--- src/plfb_pkg.sv ---
`default_nettype none
package plfb_pkg;

  localparam int CHANNELS = 8;
  localparam int CH_W     = 3;
  localparam int CNT_W    = 4;
  localparam int PCT_W    = 7;
  localparam int TIME_W   = 16;
  localparam int DUTY_W   = 16;
  localparam int STEP_W   = 17;
  localparam int UNIT_W   = 10;
  localparam int PWM_B_W  = 5;
  localparam int TICK_W   = 10;
  localparam int MEM_W    = 2 * DUTY_W + STEP_W;
  localparam int PCT_MAX  = 100;

  localparam logic OP_SET  = 1'b0;
  localparam logic OP_TICK = 1'b1;

  localparam logic [1:0] STATUS_DUTY    = 2'd0;
  localparam logic [1:0] STATUS_SET_OK  = 2'd1;
  localparam logic [1:0] STATUS_SET_REJ = 2'd2;

  localparam logic [1:0] REG_PWM_WIDTH   = 2'd0;
  localparam logic [1:0] REG_TICK_PERIOD = 2'd1;
  localparam logic [1:0] REG_ACTIVE      = 2'd2;

  typedef enum logic [2:0] {
    ST_IDLE,
    ST_REJ,
    ST_SET_RD,
    ST_DIV_STEPS,
    ST_DIV_STEP,
    ST_SET_WR,
    ST_TICK_RD,
    ST_TICK_UPD
  } state_t;

  function automatic logic [DUTY_W-1:0] duty_full_scale(input logic [PWM_B_W-1:0] b);
    logic [PWM_B_W-1:0] bc;
    logic [DUTY_W:0]    full;
    bc = b;
    if (bc == '0) begin
      bc = PWM_B_W'(1);
    end
    if (bc > PWM_B_W'(DUTY_W)) begin
      bc = PWM_B_W'(DUTY_W);
    end
    full = ((DUTY_W+1)'(1) << bc) - (DUTY_W+1)'(1);
    return full[DUTY_W-1:0];
  endfunction

  // One percent of the PWM range, rounded down, for each clamped width.
  function automatic logic [UNIT_W-1:0] pct_unit(input logic [PWM_B_W-1:0] b);
    logic [UNIT_W-1:0] u;
    u = '0;
    if (b > PWM_B_W'(DUTY_W)) begin
      u = UNIT_W'(655);
    end else begin
      case (b)
        5'd7:    u = UNIT_W'(1);
        5'd8:    u = UNIT_W'(2);
        5'd9:    u = UNIT_W'(5);
        5'd10:   u = UNIT_W'(10);
        5'd11:   u = UNIT_W'(20);
        5'd12:   u = UNIT_W'(40);
        5'd13:   u = UNIT_W'(81);
        5'd14:   u = UNIT_W'(163);
        5'd15:   u = UNIT_W'(327);
        5'd16:   u = UNIT_W'(655);
        default: u = '0;
      endcase
    end
    return u;
  endfunction

endpackage
`default_nettype wire

--- src/pwm_led_fade_bank_unit.sv ---
// Bank of eight PWM channels that fade linearly toward a target duty. A set word
// (tuser 0) loads a channel's target and per-tick step and returns one word with
// the target or a rejection; the step comes from two passes of the shared
// restoring divider (steps from fade time and tick period, then step from
// distance and steps). A tick word (tuser 1) walks the active channels from 0
// and returns one duty word per channel, the last one flagged by tlast; each
// channel is read from the channel memory, then written back as its word goes out.
// Words are taken one at a time. Channel state sits in an 8-entry memory cleared
// at reset through per-entry valid bits, so no clearing pass is needed.
`default_nettype none
module pwm_led_fade_bank_unit (
  input  wire logic        clk,
  input  wire logic        rst_n,
  input  wire logic        in_tvalid,
  output logic             in_tready,
  input  wire logic [31:0] in_tdata,   // channel[2:0], intensity[9:3], fade_time_ms[25:10]
  input  wire logic [0:0]  in_tuser,   // opcode[0]
  output logic             out_tvalid,
  input  wire logic        out_tready,
  output logic      [23:0] out_tdata,  // out_channel[2:0], duty[18:3]
  output logic      [1:0]  out_tuser,  // status[1:0]
  output logic             out_tlast,
  input  wire logic        psel,
  input  wire logic        penable,
  input  wire logic        pwrite,
  input  wire logic [3:0]  paddr,
  input  wire logic [31:0] pwdata,
  output logic      [31:0] prdata,
  output logic             pready
);

  localparam int CH_W   = plfb_pkg::CH_W;
  localparam int DUTY_W = plfb_pkg::DUTY_W;
  localparam int STEP_W = plfb_pkg::STEP_W;
  localparam int MEM_W  = plfb_pkg::MEM_W;
  localparam int CNT_W  = plfb_pkg::CNT_W;
  localparam int TIME_W = plfb_pkg::TIME_W;
  localparam int CHANNELS_LOCAL = plfb_pkg::CHANNELS;

  // Configuration registers.
  logic [plfb_pkg::PWM_B_W-1:0] pwm_bits_r;
  logic [plfb_pkg::TICK_W-1:0]  tick_r;
  logic [CNT_W-1:0]             active_r;
  logic                         cfg_wr;

  assign pready = 1'b1;
  assign cfg_wr = psel && penable && pwrite && pready;

  always_ff @(posedge clk) begin
    if (!rst_n) begin
      pwm_bits_r <= plfb_pkg::PWM_B_W'(8);
      tick_r     <= plfb_pkg::TICK_W'(1);
      active_r   <= CNT_W'(8);
    end else if (cfg_wr) begin
      case (paddr[3:2])
        plfb_pkg::REG_PWM_WIDTH:   pwm_bits_r <= pwdata[plfb_pkg::PWM_B_W-1:0];
        plfb_pkg::REG_TICK_PERIOD: tick_r     <= pwdata[plfb_pkg::TICK_W-1:0];
        plfb_pkg::REG_ACTIVE:      active_r   <= pwdata[CNT_W-1:0];
        default: ;
      endcase
    end
  end

  always_comb begin
    case (paddr[3:2])
      plfb_pkg::REG_PWM_WIDTH:   prdata = {{(32-plfb_pkg::PWM_B_W){1'b0}}, pwm_bits_r};
      plfb_pkg::REG_TICK_PERIOD: prdata = {{(32-plfb_pkg::TICK_W){1'b0}}, tick_r};
      plfb_pkg::REG_ACTIVE:      prdata = {{(32-CNT_W){1'b0}}, active_r};
      default:                   prdata = '0;
    endcase
  end

  // Control and item registers.
  plfb_pkg::state_t state_r, state_nxt;

  logic                       in_acc;
  logic [CH_W-1:0]            ch_r;
  logic [plfb_pkg::PCT_W-1:0] inten_r;
  logic [TIME_W-1:0]          ftime_r;
  logic [CNT_W-1:0]           n_r;
  logic [CNT_W-1:0]           n_in;
  logic [CH_W-1:0]            idx_r;
  logic [DUTY_W-1:0]          tgt_r;
  logic [CHANNELS_LOCAL-1:0]  valid_r;
  logic                       rd_valid_r;

  assign in_acc = in_tvalid && in_tready;
  assign n_in   = (active_r > CNT_W'(plfb_pkg::CHANNELS)) ? CNT_W'(plfb_pkg::CHANNELS)
                                                          : active_r;

  // Channel memory: step, target and current duty per channel.
  logic              ram_we;
  logic [CH_W-1:0]   ram_raddr;
  logic [MEM_W-1:0]  ram_wdata;
  logic [MEM_W-1:0]  ram_rdata;
  logic [MEM_W-1:0]  ent;

  assign ram_raddr = (state_r == plfb_pkg::ST_TICK_RD || state_r == plfb_pkg::ST_TICK_UPD)
                     ? idx_r : ch_r;

  plfb_ram #(.WIDTH(MEM_W), .DEPTH(plfb_pkg::CHANNELS)) u_ram (
    .clk   (clk),
    .we    (ram_we),
    .waddr (ram_raddr),
    .wdata (ram_wdata),
    .raddr (ram_raddr),
    .rdata (ram_rdata)
  );

  assign ent = rd_valid_r ? ram_rdata : '0;

  logic        [DUTY_W-1:0] e_cur;
  logic        [DUTY_W-1:0] e_tgt;
  logic signed [STEP_W-1:0] e_step;

  assign e_cur  = ent[DUTY_W-1:0];
  assign e_tgt  = ent[2*DUTY_W-1:DUTY_W];
  assign e_step = $signed(ent[MEM_W-1:2*DUTY_W]);

  // Divider shared by both passes of a set.
  logic              div_start;
  logic [TIME_W-1:0] div_a;
  logic [TIME_W-1:0] div_b;
  logic              div_busy;
  logic              div_done;
  logic [TIME_W-1:0] div_q;

  plfb_div u_div (
    .clk      (clk),
    .rst_n    (rst_n),
    .start    (div_start),
    .dividend (div_a),
    .divisor  (div_b),
    .busy     (div_busy),
    .done     (div_done),
    .quotient (div_q)
  );

  // Set arithmetic.
  logic [DUTY_W-1:0]        range_v;
  logic [DUTY_W:0]          tgt_prod;
  logic [plfb_pkg::TICK_W-1:0] per;
  logic signed [STEP_W-1:0] diff;
  logic [STEP_W-1:0]        diff_mag;
  logic [TIME_W-1:0]        steps;
  logic [STEP_W-1:0]        step_mag;
  logic signed [STEP_W-1:0] new_step;

  assign range_v  = plfb_pkg::duty_full_scale(pwm_bits_r);
  assign tgt_prod = (DUTY_W+1)'(plfb_pkg::pct_unit(pwm_bits_r) * inten_r);
  assign per      = (tick_r == '0) ? plfb_pkg::TICK_W'(1) : tick_r;
  assign diff     = $signed({1'b0, tgt_r}) - $signed({1'b0, e_cur});
  assign diff_mag = diff[STEP_W-1] ? STEP_W'(-diff) : STEP_W'(diff);
  assign steps    = (div_q == '0) ? TIME_W'(1) : div_q;
  assign step_mag = (div_q == '0 && diff != '0) ? STEP_W'(1) : {1'b0, div_q};
  assign new_step = diff[STEP_W-1] ? $signed(-step_mag) : $signed(step_mag);

  // Tick arithmetic.
  logic signed [STEP_W-1:0] t_d;
  logic [STEP_W-1:0]        t_dmag;
  logic [STEP_W-1:0]        t_smag;
  logic signed [STEP_W:0]   t_sum;
  logic [DUTY_W-1:0]        t_new;

  always_comb begin
    t_d    = $signed({1'b0, e_tgt}) - $signed({1'b0, e_cur});
    t_dmag = t_d[STEP_W-1] ? STEP_W'(-t_d) : STEP_W'(t_d);
    t_smag = e_step[STEP_W-1] ? STEP_W'(-e_step) : STEP_W'(e_step);
    t_sum  = $signed({2'b00, e_cur}) + $signed({e_step[STEP_W-1], e_step});
    if (t_dmag <= t_smag) begin
      t_new = e_tgt;
    end else if (t_sum[STEP_W]) begin
      t_new = '0;
    end else if (t_sum[STEP_W-1]) begin
      t_new = '1;
    end else begin
      t_new = t_sum[DUTY_W-1:0];
    end
  end

  // Result register.
  logic              slot_free;
  logic              emit_vld;
  logic [1:0]        emit_status;
  logic [CH_W-1:0]   emit_ch;
  logic [DUTY_W-1:0] emit_duty;
  logic              emit_last;
  logic              emit_go;
  logic              tick_last;

  assign slot_free = !out_tvalid || out_tready;
  assign emit_go   = emit_vld && slot_free;
  assign tick_last = ({1'b0, idx_r} + CNT_W'(1)) == n_r;

  // Next state.
  always_comb begin
    state_nxt = state_r;
    case (state_r)
      plfb_pkg::ST_IDLE: begin
        if (in_acc) begin
          if (in_tuser[0] == plfb_pkg::OP_TICK) begin
            if (n_in != '0) begin
              state_nxt = plfb_pkg::ST_TICK_RD;
            end
          end else if (in_tdata[9:3] > plfb_pkg::PCT_W'(plfb_pkg::PCT_MAX)) begin
            state_nxt = plfb_pkg::ST_REJ;
          end else begin
            state_nxt = plfb_pkg::ST_SET_RD;
          end
        end
      end
      plfb_pkg::ST_REJ: begin
        if (slot_free) begin
          state_nxt = plfb_pkg::ST_IDLE;
        end
      end
      plfb_pkg::ST_SET_RD:    state_nxt = plfb_pkg::ST_DIV_STEPS;
      plfb_pkg::ST_DIV_STEPS: begin
        if (div_done) begin
          state_nxt = plfb_pkg::ST_DIV_STEP;
        end
      end
      plfb_pkg::ST_DIV_STEP: begin
        if (div_done) begin
          state_nxt = plfb_pkg::ST_SET_WR;
        end
      end
      plfb_pkg::ST_SET_WR: begin
        if (slot_free) begin
          state_nxt = plfb_pkg::ST_IDLE;
        end
      end
      plfb_pkg::ST_TICK_RD:   state_nxt = plfb_pkg::ST_TICK_UPD;
      plfb_pkg::ST_TICK_UPD: begin
        if (slot_free) begin
          state_nxt = tick_last ? plfb_pkg::ST_IDLE : plfb_pkg::ST_TICK_RD;
        end
      end
      default: state_nxt = plfb_pkg::ST_IDLE;
    endcase
  end

  // State outputs.
  always_comb begin
    in_tready   = 1'b0;
    div_start   = 1'b0;
    div_a       = ftime_r;
    div_b       = TIME_W'(per);
    ram_we      = 1'b0;
    ram_wdata   = {e_step, e_tgt, t_new};
    emit_vld    = 1'b0;
    emit_status = plfb_pkg::STATUS_DUTY;
    emit_ch     = idx_r;
    emit_duty   = t_new;
    emit_last   = tick_last;
    case (state_r)
      plfb_pkg::ST_IDLE: begin
        in_tready = 1'b1;
      end
      plfb_pkg::ST_REJ: begin
        emit_vld    = 1'b1;
        emit_status = plfb_pkg::STATUS_SET_REJ;
        emit_ch     = ch_r;
        emit_duty   = '0;
        emit_last   = 1'b1;
      end
      plfb_pkg::ST_SET_RD: begin
        div_start = 1'b1;
      end
      plfb_pkg::ST_DIV_STEPS: begin
        div_start = div_done;
        div_a     = diff_mag[TIME_W-1:0];
        div_b     = steps;
      end
      plfb_pkg::ST_SET_WR: begin
        ram_we      = slot_free;
        ram_wdata   = {new_step, tgt_r, e_cur};
        emit_vld    = 1'b1;
        emit_status = plfb_pkg::STATUS_SET_OK;
        emit_ch     = ch_r;
        emit_duty   = tgt_r;
        emit_last   = 1'b1;
      end
      plfb_pkg::ST_TICK_UPD: begin
        ram_we   = slot_free;
        emit_vld = 1'b1;
      end
      default: ;
    endcase
  end

  always_ff @(posedge clk) begin
    if (!rst_n) begin
      state_r    <= plfb_pkg::ST_IDLE;
      valid_r    <= '0;
      rd_valid_r <= 1'b0;
      idx_r      <= '0;
      out_tvalid <= 1'b0;
    end else begin
      state_r    <= state_nxt;
      rd_valid_r <= valid_r[ram_raddr];
      if (ram_we) begin
        valid_r[ram_raddr] <= 1'b1;
      end
      if (in_acc) begin
        idx_r <= '0;
      end else if (state_r == plfb_pkg::ST_TICK_UPD && slot_free) begin
        idx_r <= idx_r + CH_W'(1);
      end
      if (emit_go) begin
        out_tvalid <= 1'b1;
      end else if (out_tready) begin
        out_tvalid <= 1'b0;
      end
    end
  end

  always_ff @(posedge clk) begin
    if (in_acc) begin
      ch_r    <= in_tdata[2:0];
      inten_r <= in_tdata[9:3];
      ftime_r <= in_tdata[25:10];
      n_r     <= n_in;
    end
    if (state_r == plfb_pkg::ST_SET_RD) begin
      tgt_r <= (tgt_prod > {1'b0, range_v}) ? range_v : tgt_prod[DUTY_W-1:0];
    end
    if (emit_go) begin
      out_tdata <= {5'b0, emit_duty, emit_ch};
      out_tuser <= emit_status;
      out_tlast <= emit_last;
    end
  end

  a_div_idle_start: assert property (@(posedge clk) disable iff (!rst_n)
    div_start |-> !div_busy)
    else $error("divider started while busy");

  a_we_states: assert property (@(posedge clk) disable iff (!rst_n)
    ram_we |-> (state_r == plfb_pkg::ST_SET_WR || state_r == plfb_pkg::ST_TICK_UPD))
    else $error("memory written outside a write-back state");

  a_tick_idx: assert property (@(posedge clk) disable iff (!rst_n)
    (state_r == plfb_pkg::ST_TICK_UPD) |-> ({1'b0, idx_r} < n_r))
    else $error("tick walked past the active channels");

  a_step_nonzero: assert property (@(posedge clk) disable iff (!rst_n)
    (state_r == plfb_pkg::ST_SET_WR && new_step == '0) |-> (diff == '0))
    else $error("zero step stored for a nonzero distance");

  a_tick_end: assert property (@(posedge clk) disable iff (!rst_n)
    (state_r == plfb_pkg::ST_TICK_UPD && emit_go && tick_last)
      |=> (state_r == plfb_pkg::ST_IDLE))
    else $error("tick did not finish after its last word");

endmodule
`default_nettype wire

--- src/plfb_ram.sv ---
`default_nettype none
module plfb_ram #(
  parameter int WIDTH = 8,
  parameter int DEPTH = 8
) (
  input  wire logic                     clk,
  input  wire logic                     we,
  input  wire logic [$clog2(DEPTH)-1:0] waddr,
  input  wire logic [WIDTH-1:0]         wdata,
  input  wire logic [$clog2(DEPTH)-1:0] raddr,
  output logic      [WIDTH-1:0]         rdata
);

  logic [WIDTH-1:0] mem [DEPTH];

  always_ff @(posedge clk) begin
    if (we) begin
      mem[waddr] <= wdata;
    end
    rdata <= mem[raddr];
  end

endmodule
`default_nettype wire

--- src/plfb_div.sv ---
`default_nettype none
module plfb_div (
  input  wire logic                         clk,
  input  wire logic                         rst_n,
  input  wire logic                         start,
  input  wire logic [plfb_pkg::TIME_W-1:0]  dividend,
  input  wire logic [plfb_pkg::TIME_W-1:0]  divisor,
  output logic                              busy,
  output logic                              done,
  output logic      [plfb_pkg::TIME_W-1:0]  quotient
);

  localparam int W   = plfb_pkg::TIME_W;
  localparam int C_W = $clog2(W);

  logic           busy_r;
  logic           done_r;
  logic [C_W-1:0] cnt_r;
  logic [W-1:0]   rem_r;
  logic [W-1:0]   quo_r;
  logic [W-1:0]   dvs_r;
  logic [W:0]     shifted;
  logic [W:0]     trial;
  logic [W-1:0]   rem_nxt;
  logic [W-1:0]   quo_nxt;

  always_comb begin
    shifted = {rem_r, quo_r[W-1]};
    trial   = shifted - {1'b0, dvs_r};
    if (!trial[W]) begin
      rem_nxt = trial[W-1:0];
      quo_nxt = {quo_r[W-2:0], 1'b1};
    end else begin
      rem_nxt = shifted[W-1:0];
      quo_nxt = {quo_r[W-2:0], 1'b0};
    end
  end

  always_ff @(posedge clk) begin
    if (!rst_n) begin
      busy_r <= 1'b0;
      done_r <= 1'b0;
      cnt_r  <= '0;
    end else begin
      done_r <= 1'b0;
      if (start) begin
        busy_r <= 1'b1;
        cnt_r  <= '0;
      end else if (busy_r) begin
        cnt_r <= cnt_r + C_W'(1);
        if (cnt_r == C_W'(W - 1)) begin
          busy_r <= 1'b0;
          done_r <= 1'b1;
        end
      end
    end
  end

  always_ff @(posedge clk) begin
    if (start) begin
      rem_r <= '0;
      quo_r <= dividend;
      dvs_r <= divisor;
    end else if (busy_r) begin
      rem_r <= rem_nxt;
      quo_r <= quo_nxt;
    end
  end

  assign busy     = busy_r;
  assign done     = done_r;
  assign quotient = quo_r;

endmodule
`default_nettype wire

--- config.mk ---
export PLATFORM = sky130hd
export DESIGN_NAME = pwm_led_fade_bank_unit
export DESIGN_NICKNAME = d
export VERILOG_FILES = /design/src/plfb_pkg.sv /design/src/pwm_led_fade_bank_unit.sv /design/src/plfb_ram.sv /design/src/plfb_div.sv
export SDC_FILE = /design/constraint.sdc
export NUM_CORES = 1
export LEC_CHECK = 0
export BUFFER_PORTS_ARGS = -buffer_cell sky130_fd_sc_hd__buf_2
export CAP_MARGIN = 20
export CORE_UTILIZATION = 60
export CTS_BUF_LIST = sky130_fd_sc_hd__clkbuf_4
export CTS_CLUSTER_DIAMETER = 80
export DETAILED_ROUTE_END_ITERATION = 6
export PLACE_DENSITY = 0.82
export SYNTH_ARGS = -nofsm -noshare
export SYNTH_HDL_FRONTEND = slang
export SYNTH_SLANG_ARGS = --single-unit
--- constraint.sdc ---
create_clock -name clk -period 8.1 [get_ports clk]
set_input_delay 1.62 -clock clk [delete_from_list [all_inputs] [get_ports clk]]
set_output_delay 1.62 -clock clk [all_outputs]
set_load 0.03 [all_outputs]
* Word level (Yosys, flattened, before mapping)
Memories as Yosys holds them, arrays and structs flattened. A register that Yosys moved wholly into a read port is not among the register bits. Cells that the tools add are included.
Cells by class: reductions and logical operators 30, shift operators 1, mux-type cells 56, order comparisons 8, equality and inequality tests 17, bitwise gates (word level) 4, multipliers 1, $add $sub $neg 12
Operators by type and width (number):
- $mux 16 | 10
- $mux 49 | 2
- $mux 17 | 3
- $mux 10 | 4
- $neg 17->17 | 2
- $sub 16x16->17 | 2
- $pmux 16 s2 | 1
- $mux 3 | 10
- $pmux 10 s3 | 1
- $pmux 3 s7 | 1
- $mux 5 | 4
- $add 17x17->18 | 1
- $gt 17x16->1 | 1
- $le 17x17->1 | 1
- $mul 10x7->17 | 1
- $neg 16->17 | 1
- $reduce_bool 17->1 | 1
- $sub 17x16->17 | 1
- $logic_not 16->1 | 1
- $neg 16->16 | 1
- $shl 1x5->16 const A | 1
- $sub 16x2->16 const B | 1
- $mux 1 | 14
- $eq 3x3->1 const B | 4
- other kinds (38) | 60
Storage, ports and cells: memories kept 2, ROM bits 320, bits in registers 157, bits in writable memories 392, logic and storage cells 154, output and inout bits 62
Memory list:
- u_ram.mem | depth 8, width 49, read ports 1, clocked after Yosys merged registers in 1, write ports 1, line plfb_ram.sv:14 | logic [WIDTH-1:0] mem [DEPTH];
- (name not given) | depth 32, width 10, read ports 1, clocked after Yosys merged registers in 1, write ports 0, line plfb_pkg.sv:60 | case (b)

* Longest topological paths before layout
Gate-level depths: netlist (run 1).
depth in word-level cells 8, mapped depth 33, gate-level depth less buffers 30

* By module
Synthesis (run 1) repeated with hierarchy kept, for this count alone.
Second synthesis, totals: cells, all modules 2591, area, all modules 31924.4 um^2
Modules (own cells, without submodules):
- plfb_ram | instances 1, sequential area each 12752.2 um^2, cells an instance 628, area an instance 15742.6 um^2
- pwm_led_fade_bank_unit | instances 1, sequential area each 2942.8 um^2, cells an instance 1663, area an instance 13085.0 um^2
- plfb_div | instances 1, sequential area each 1401.3 um^2, cells an instance 300, area an instance 3096.7 um^2

* Worst setup path after synthesis (run 1)
No wires, ideal clock.
path type register to register, start point register pwm_bits_r[0] (netlist name), end point register tgt_r[4], data pin, setup time 0.266 ns, path buffers 2, path slack 1.425 ns, clock period less this slack 6.675 ns, arrival time 6.409 ns, data required time 7.834 ns, stages on the path, launching flop included 28, cells stage by stage dfxtp_1 -> clkbuf_1 -> nor2_1 -> a21oi_1 -> nor2_1 -> nor2b_1 -> fa_1 -> fa_1 -> fa_1 -> inv_1 -> fa_1 -> inv_1 -> ha_1 -> nor3_1 -> nor2_1 -> a41oi_1 -> nor2b_1 -> o21a_1 -> or2_2 -> xnor2_1 -> inv_1 -> ha_1 -> a21oi_1 -> nor2b_1 -> a2111oi_0 -> o21ai_1 -> buf_2 -> mux2i_1
Between the ends: longest elaborated chain between the ends 8, elaborated cells on any way between the ends 11, those cells by class add/sub: 1; mul: 1; order compare: 3; shift: 1; mux: 4; reduce/logical: 1
RTL lines:
- start: declaration | line pwm_led_fade_bank_unit.sv:41 | logic [plfb_pkg::PWM_B_W-1:0] pwm_bits_r;
- start signal: assignment | line pwm_led_fade_bank_unit.sv:51 | pwm_bits_r <= plfb_pkg::PWM_B_W'(8);
- start signal: assignment | line pwm_led_fade_bank_unit.sv:56 | plfb_pkg::REG_PWM_WIDTH: pwm_bits_r <= pwdata[plfb_pkg::PWM_B_W-1:0];
- branches (longest 7 deep; another with $mul 10x7->17)
- $mux 16 * | line pwm_led_fade_bank_unit.sv:326 | tgt_r <= (tgt_prod > {1'b0, range_v}) ? range_v : tgt_prod[DUTY_W-1:0];
- end signal: assignment | line pwm_led_fade_bank_unit.sv:326
- end: declaration | line pwm_led_fade_bank_unit.sv:83 | logic [DUTY_W-1:0] tgt_r;
Mark *: on every way between the ends. A chain may end at the register's enable or synchronous reset.

* Worst setup path after layout (run 1)
start point register pwm_bits_r[3] (netlist name), end point register tgt_r[10], data pin
Same word-level chain as after synthesis.

==> results.yml, run 1 <==
power_and_ir_drop:
  clkPwrFrac: 0.199
  ir_drop_mv: 0.3846
  p_seq_frac: 0.352
  pwr-share-comb: 0.449
  power.internal_w: 0.007841
  power_density_nw_per_um2: 379.7
  power_w: 0.01336
  switching_share: 0.4130
  p_sw_w: 0.005516
  p_leak_nw: 14.50
clocking:
  ctsRootBufferMaster: "clkbuf_4"
  cts_hold_buf: 0
  cts_tree: "yes"
  htreeDepth: 4
  clockBufferDepth: 3
  worst_skew_pair.late_latency_ps: 970
  cts.sinks: 608
  cts_buffers: 154
  path_clk_slew_ps: 60
timing:
  finalSetupTns_ps: 0
  relSlewSlack: 0.2012
  rsz0062_at_grt: "no"
  fin_crit_sh: 0.9442
  hold_viol_final: 0
  finalMaxSlewViolations: 0
  setup_viol_count_final: 0
  finClkSkew_ps: 58.46
  worst_pin_slew_ps: 1183
  fmax_ghz: 0.1308
  finalCriticalPeriod_ps: 7648
  fin_hold_ws_ps: 482.2
yosys:
  syn_area_um2: 32160
  synth_cell_types: 84
  synth_common_cells: "nand2_1, edfxtp_1, nand3_1"
  ys_seq_elements: 608
  synthCells: 3207
  ys_warn_count: 0
  synth.most_common_cell: "nand2_1"
  yosysSeqAreaShare: 0.5316
  ys.flop_type: "edfxtp_1"
  yosysTopAreaCellShare: 0.4594
  syn_area_per_cell_um2: 10.03
  synthTopCellsByArea: "edfxtp_1, nand2_1, dfxtp_1"
  synth-edff-count: 492
  async_reset_ff_frac: 0
  synth_top_area_cell: "edfxtp_1"
routing:
  postRouteAntennaNets: 0
  routed_wl_um: 82260
  num_vias: 25030
  dr.pass1.iters: 7
  drc: 18
  drt_iter0_drc: 2367
  avgRoutedWirePerCell_um: 19.85
  via_per_inst: 6.041
global_route:
  grt.busiest_layer: "met2"
  grt_max_degree: 199
  grt_pass1_wl_um: 126600
  grt_pass1_vias: 24010
  grt_util_all_layers: 0.3037
  use_met2: 0.4803
  grtUsageMet3: 0.05652
  antenna_found_initial: 2
  grt_remaining_overflow: 0
  met1_usage: 0.3990
hold_path:
  hold_path.class: "register to register"
floorplan:
  fp-row-count: 84
  die-area_um2: 54530
  start_util: 0.6096
  core_um2: 52760
  die_x_um: 233.5
  io_pins: 138
  dieHeight_um: 233.5
worst_setup_path:
  criticalPathCategory: "register to register"
  critPathLaunchType: "register"
  critPathMaxFanout: 19
  worstSetupEndpointType: "register"
  worstPathRequired_ps: 8780
  arrival_ps: 8320
final_layout:
  layout-drive-gt1-share: 0.1251
  synthToLayoutAreaGrowth_pct: 9.364
  fin_nets: 3584
  multi_input_area_um2: 13920
  finalNonFillerCells: 4144
  register_area_um2: 17100
  nFillCells: 3985
placement:
  gp_congestion: 0.9641
  place_inst: 3857
  port_buffers: 79
  dp_hpwl_um: 53440
status:
  violations: "design-rule violations"
  status: "finished, violations left"
flow_run:
  cap_violations: 0
-- kinds of logic (layout without fill, tap and decap cells) --
| logic type | after synthesis | after routing | share of synthesized area |
|---|---|---|---|
| DFF | 608 | 608 | 0.5316 |
| buffers and inverters | 328 | 546 | 0.04240 |
| and+or+nand+nor | 1408 | 1408 | 0.1964 |
| xor gates and xnor gates | 116 | 116 | 0.03159 |
| other | 2 | 33 | 0.0002335 |
| muxes | 62 | 62 | 0.02062 |
| adders and majority gates | 182 | 182 | 0.08084 |
| AOI/OAI and AO/OA | 501 | 501 | 0.09636 |
-- flip-flops by register name, indices dropped and copies added (netlist names), 2 cells and up, named ones only --
| name | count |
|---|---|
| u_ram.rdata | 49 |
| u_ram.mem | 392 |
| n_r | 4 |
| u_div.rem_r | 16 |
| tgt_r | 16 |
| valid_r | 8 |
| state_r | 3 |
| idx_r | 3 |
| out_tdata | 19 |
| u_div.cnt_r | 4 |
| pwm_bits_r | 5 |
| active_r | 4 |
| inten_r | 7 |
| ch_r | 3 |
| u_div.quotient | 16 |
| u_div.dvs_r | 16 |
| ftime_r | 16 |
| tick_r | 10 |
| out_tuser | 2 |
-- area by class of cell --
class                      count  share of cell area
inverter                     149             0.01590
antenna                        3           0.0002134
sequential                   608              0.4861
clock buffer                 254             0.05421
timing repair buffer         114             0.01907
multi-input combinational   2299              0.3958
tap                          688             0.02447
clock inverter                29            0.004198
-- cells in the final DEF (no fill, tap or decap), types with 12 or more instances in the layout --
| master | synthesis | layout |
|---|---|---|
| a21o_1 | 29 | 29 |
| a21oi_1 | 120 | 119 |
| a22oi_1 | 20 | 20 |
| a31oi_1 | 22 | 22 |
| and2_1 | 37 | 37 |
| and3_1 | 37 | 37 |
| buf_2 | 10 | 79 |
| buf_4 | 28 | 33 |
| clkbuf_4 | 0 | 255 |
| clkinv_1 | 1 | 21 |
| conb_1 | 2 | 30 |
| dfxtp_1 | 116 | 115 |
| edfxtp_1 | 492 | 492 |
| fa_1 | 43 | 43 |
| ha_1 | 139 | 139 |
| inv_1 | 146 | 146 |
| mux2_2 | 14 | 12 |
| mux2i_1 | 46 | 43 |
| nand2_1 | 699 | 698 |
| nand2b_1 | 22 | 22 |
| nand3_1 | 284 | 284 |
| nand4_1 | 14 | 14 |
| nor2_1 | 156 | 154 |
| nor2b_1 | 53 | 53 |
| nor3_1 | 48 | 41 |
| o211ai_1 | 12 | 12 |
| o21a_1 | 24 | 24 |
| o21ai_0 | 177 | 177 |
| or3_1 | 16 | 16 |
| xnor2_1 | 78 | 78 |
| xor2_1 | 38 | 38 |
-- worst max-delay path, cell delays in order (launching register included) --
cell and delay (ps):
dfxtp_1 620, nor2_1 180, nand2_1 110, nand2_1 240
buf_4 310, and3_1 220, fa_1 560, fa_1 440
fa_1 540, inv_1 60, fa_1 540, inv_1 50
ha_1 250, nor3_1 290, o211ai_1 170, a41oi_1 310
nor2b_1 90, o21a_1 190, or2_2 280, xnor2_1 210
inv_1 90, ha_1 330, a21oi_1 130, nor2b_1 60
a2111oi_0 390, o21ai_1 170, buf_4 240, mux2_2 300
-- final timing paths --
check	start	endpoint	slack, ps	cells after the start
max	pwm_bits_r[3]$_SDFFE_PN1P_	tgt_r[10]$_DFFE_PP_	450	27
min	valid_r[4]$_SDFFE_PN0P_	valid_r[4]$_SDFFE_PN0P_	480	2
max reg2reg	pwm_bits_r[3]$_SDFFE_PN1P_	tgt_r[10]$_DFFE_PP_	450	27
min reg2reg	valid_r[4]$_SDFFE_PN0P_	valid_r[4]$_SDFFE_PN0P_	480	2
-- through the flow --
stage               setup WS (ps)    util  instance area (µm²)
finish                      451.9  0.6667                35170
global placement            737.7  0.6274                33100
detailed placement          496.6  0.6274                33100
global route                22.71  0.6667                35170
CTS                         464.7  0.6663                35160
floorplan                    1425       -                32270
-- layer usage --
metal	up-vias	wire length (µm)
met5	-	0
met4	0	3564
met1	11980	32980
met2	1249	38850
li1	11600	-
met3	210	6869
-- what timing repair did --
action / in CTS / in global routing
endpoints found under the setup margin: 0 / 11
setup buffers: 0 / 0
gates resized for setup: 0 / 1
-- power by group through the flow --
stage	logic, W	registers [W]	clock network [W]
after floorplan	0.00431	0.00465	0
after global placement	0.00561	0.00473	0
after detailed placement	0.00588	0.00475	0
after CTS	0.00592	0.00469	0.00271
after global routing	0.00657	0.00473	0.00287
final	0.00600	0.00470	0.00266
Note: power is estimated with default switching activity, not from simulation.
==> run 2: changes to the inputs <==
SYNTH_HIERARCHICAL = 1   (was unset)
==> run 2 against run 1 <==
Effect of this change: the flow now finishes without violations; global-route usage decreased by 1.8 points; die area decreased by 0.74%; clock skew decreased by 1.1 ps; sequential share of layout area increased by 0.19 points; sequential power decreased by 3%; clock-buffer cell count decreased by 31; sequential cell count unchanged; fmax decreased by 0.55%; worst hold slack got worse by 12 ps.
==> results.yml, run 2 <==
worst_setup_path:
  critPathLaunchType: "register"
  criticalPathCategory: "register to register"
  r2r_slack_ps: 410
  crit_end: "tgt_r[6]$_DFFE_PP_"
  worstSetupEndpointType: "register"
  rr_worst_depth: 25
  worstPathRequired_ps: 8790
  arrival_ps: 8380
  timing.rr.start: "pwm_bits_r[1]$_SDFFE_PN0P_"
  r2r-end: "tgt_r[6]$_DFFE_PP_"
  critPathMaxFanout: 16
  cp-startpoint: "pwm_bits_r[1]$_SDFFE_PN0P_"
power_and_ir_drop:
  clkPwrFrac: 0.207
  switching_share: 0.4037
  pwr-share-comb: 0.449
  ir_drop_mv: 0.4060
  p_leak_nw: 13.66
  power_density_nw_per_um2: 380.2
  p_sw_w: 0.005378
  p_seq_frac: 0.344
  power.internal_w: 0.007945
yosys:
  syn_area_per_cell_um2: 12.32
  yosysTopAreaCellShare: 0.4628
  async_reset_ff_frac: 0
  synth_top_area_cell: "edfxtp_1"
  synth.most_common_cell: "edfxtp_1"
  yosysSeqAreaShare: 0.5355
  ys.flop_type: "edfxtp_1"
  synth-edff-count: 492
  ys_seq_elements: 608
  synth_cell_types: 91
  synthTopCellsByArea: "edfxtp_1, dfxtp_1, mux4_2"
  ys_warn_count: 6
  syn_area_um2: 31920
  synth_common_cells: "edfxtp_1, nand2_1, nor2_1"
  synthCells: 2591
floorplan:
  fp-row-count: 84
  die_x_um: 232.7
  core_um2: 52550
  start_util: 0.6075
  dieHeight_um: 232.7
  io_pins: 138
  die-area_um2: 54130
timing:
  finClkSkew_ps: 57.37
  finalSetupTns_ps: 0
  relSlewSlack: 0.2855
  finalMaxSlewViolations: 0
  hold_viol_final: 0
  worst_pin_slew_ps: 1060
  finalCriticalPeriod_ps: 7691
  setup_viol_count_final: 0
  fin_crit_sh: 0.9495
  fmax_ghz: 0.1300
  rsz0062_at_grt: "no"
clocking:
  path_clk_slew_ps: 60
  cts_setup_buffers: 0
  worst_skew_pair.late_latency_ps: 980
  cts_tree: "yes"
  htreeDepth: 4
  cts_hold_buf: 0
  ctsRootBufferMaster: "clkbuf_4"
  cts.sinks: 608
  cts-resized-gates: 0
  clockBufferDepth: 3
  cts_buffers: 151
final_layout:
  final_common_cell: "edfxtp_1"
  nFillCells: 3761
  finalNonFillerCells: 3564
  register_area_um2: 17100
  largestRegisters: "u_ram/mem x392, u_ram/rdata x49, out_tdata x19"
  multi_input_area_um2: 13690
  final_area_um2: 35040
  layout-drive-gt1-share: 0.2014
  fin_nets: 3008
  top_register: "u_ram/mem"
  final_cell_mix: "edfxtp_1, nand2_1, clkbuf_4"
  largest_reg_flops: 392
  synthToLayoutAreaGrowth_pct: 9.755
global_route:
  grt_util_all_layers: 0.2858
  grt_max_degree: 64
  grt_remaining_overflow: 0
  grt_pass1_vias: 21540
  grt_pass1_wl_um: 117200
  grtUsageMet3: 0.06005
  grt.busiest_layer: "met2"
  met1_usage: 0.3735
  use_met2: 0.4615
  antenna_found_initial: 2
status:
  status: "completed"
routing:
  drt_iter0_drc: 1820
  drc: 0
  num_vias: 21570
  avgRoutedWirePerCell_um: 21.07
  dr.pass1.iters: 5
  routed_wl_um: 75080
  via_per_inst: 6.053
  postRouteAntennaNets: 0
placement:
  port_buffers: 79
  place_inst: 3282
  placed_area_um2: 32870
  gp_congestion: 0.9480
  dp_hpwl_um: 50390
hold_path:
  hold_path.class: "register to register"
  hp-start: "valid_r[4]$_SDFFE_PN0P_"
flow_run:
  cap_violations: 0
## run 2: cell types whose count changed in the layout (fill, tap and decap cells not counted), sizes merged, moves of 25 or more
cell / change
clkbuf: -30
o221ai: +25
mux4: +96
mux2: +62
nand2: -445
nand3: -239
o21ai: -60
## run 2: per-layer routing
metal,up-vias,wire (µm)
li1,9967,-
met1,10550,30720
met2,896,36410
met3,157,5342
met4,2,2584
met5,-,13
## run 2: final cells by class
cell class | instances | share of cell area
Sequential cell | 608 | 0.4880
Tap cell | 688 | 0.02457
Clock inverter | 55 | 0.01328
Clock buffer | 223 | 0.04778
Multi-Input combinational cell | 1718 | 0.3906
Inverter | 159 | 0.01725
Antenna cell | 1 | 0.00007142
Timing Repair Buffer | 112 | 0.01850
## run 2: how the worst min path moves through the flow
stage	endpoint	slack, ps	cells past startpoint
finish	valid_r[4]$_SDFFE_PN0P_	470	1
floorplan	u_div/done$_SDFF_PP0_	440	2
CTS	valid_r[4]$_SDFFE_PN0P_	470	1
global placement	valid_r[4]$_SDFFE_PN0P_	450	1
global route	valid_r[6]$_SDFFE_PN0P_	480	1
detailed placement	valid_r[5]$_SDFFE_PN0P_	460	1
## run 2: logic make-up after synthesis
kind of cell	after synthesis	synth area share
buffers and inverters	293	0.04139
adders and majority gates	182	0.08144
and+or+nand+nor	727	0.1103
AOI/OAI and AO/OA	436	0.08693
muxes	219	0.1102
DFF	608	0.5355
xor gates and xnor gates	124	0.03402
other	2	0.0002352
## run 2: worst max-delay path: stages (launching register included)
cell and delay, ps:
dfxtp_1 310, or2_2 350, o31a_1 340, nor2_1 330, nor2b_1 130, fa_1 530
fa_1 520, fa_1 560, inv_1 60, fa_1 520, inv_1 40, ha_1 240
or3_1 370, o221ai_1 240, a211o_1 230, nor2b_1 70, o21a_1 170, nor2_1 100
xor2_1 230, inv_1 70, ha_1 330, and4_1 210, a21oi_1 120, a21boi_0 230
or3_1 670, mux2_2 420
## run 2: power by group through the flow
| stage | Sequential [W] | Combinational [W] | Clock [W] |
|---|---|---|---|
| floorplan | 0.00455 | 0.00432 | 0 |
| global placement | 0.00461 | 0.00562 | 0 |
| detailed placement | 0.00462 | 0.00583 | 0 |
| CTS | 0.00456 | 0.00587 | 0.00282 |
| global route | 0.00461 | 0.00648 | 0.00298 |
| finish | 0.00458 | 0.00599 | 0.00276 |
## run 2: per-stage QoR
step,total power [W],hold WS (ps),setup slack [ps],utilization
after detailed placement,0.01045,459.0,491.6,0.6255
final,0.01332,470.5,409.3,0.6668
after global routing,0.01406,483.7,17.68,0.6668
after global placement,0.01023,445.7,640.8,0.6255
after floorplan,0.008864,439.2,961.2,-
after CTS,0.01325,474.8,451.7,0.6662
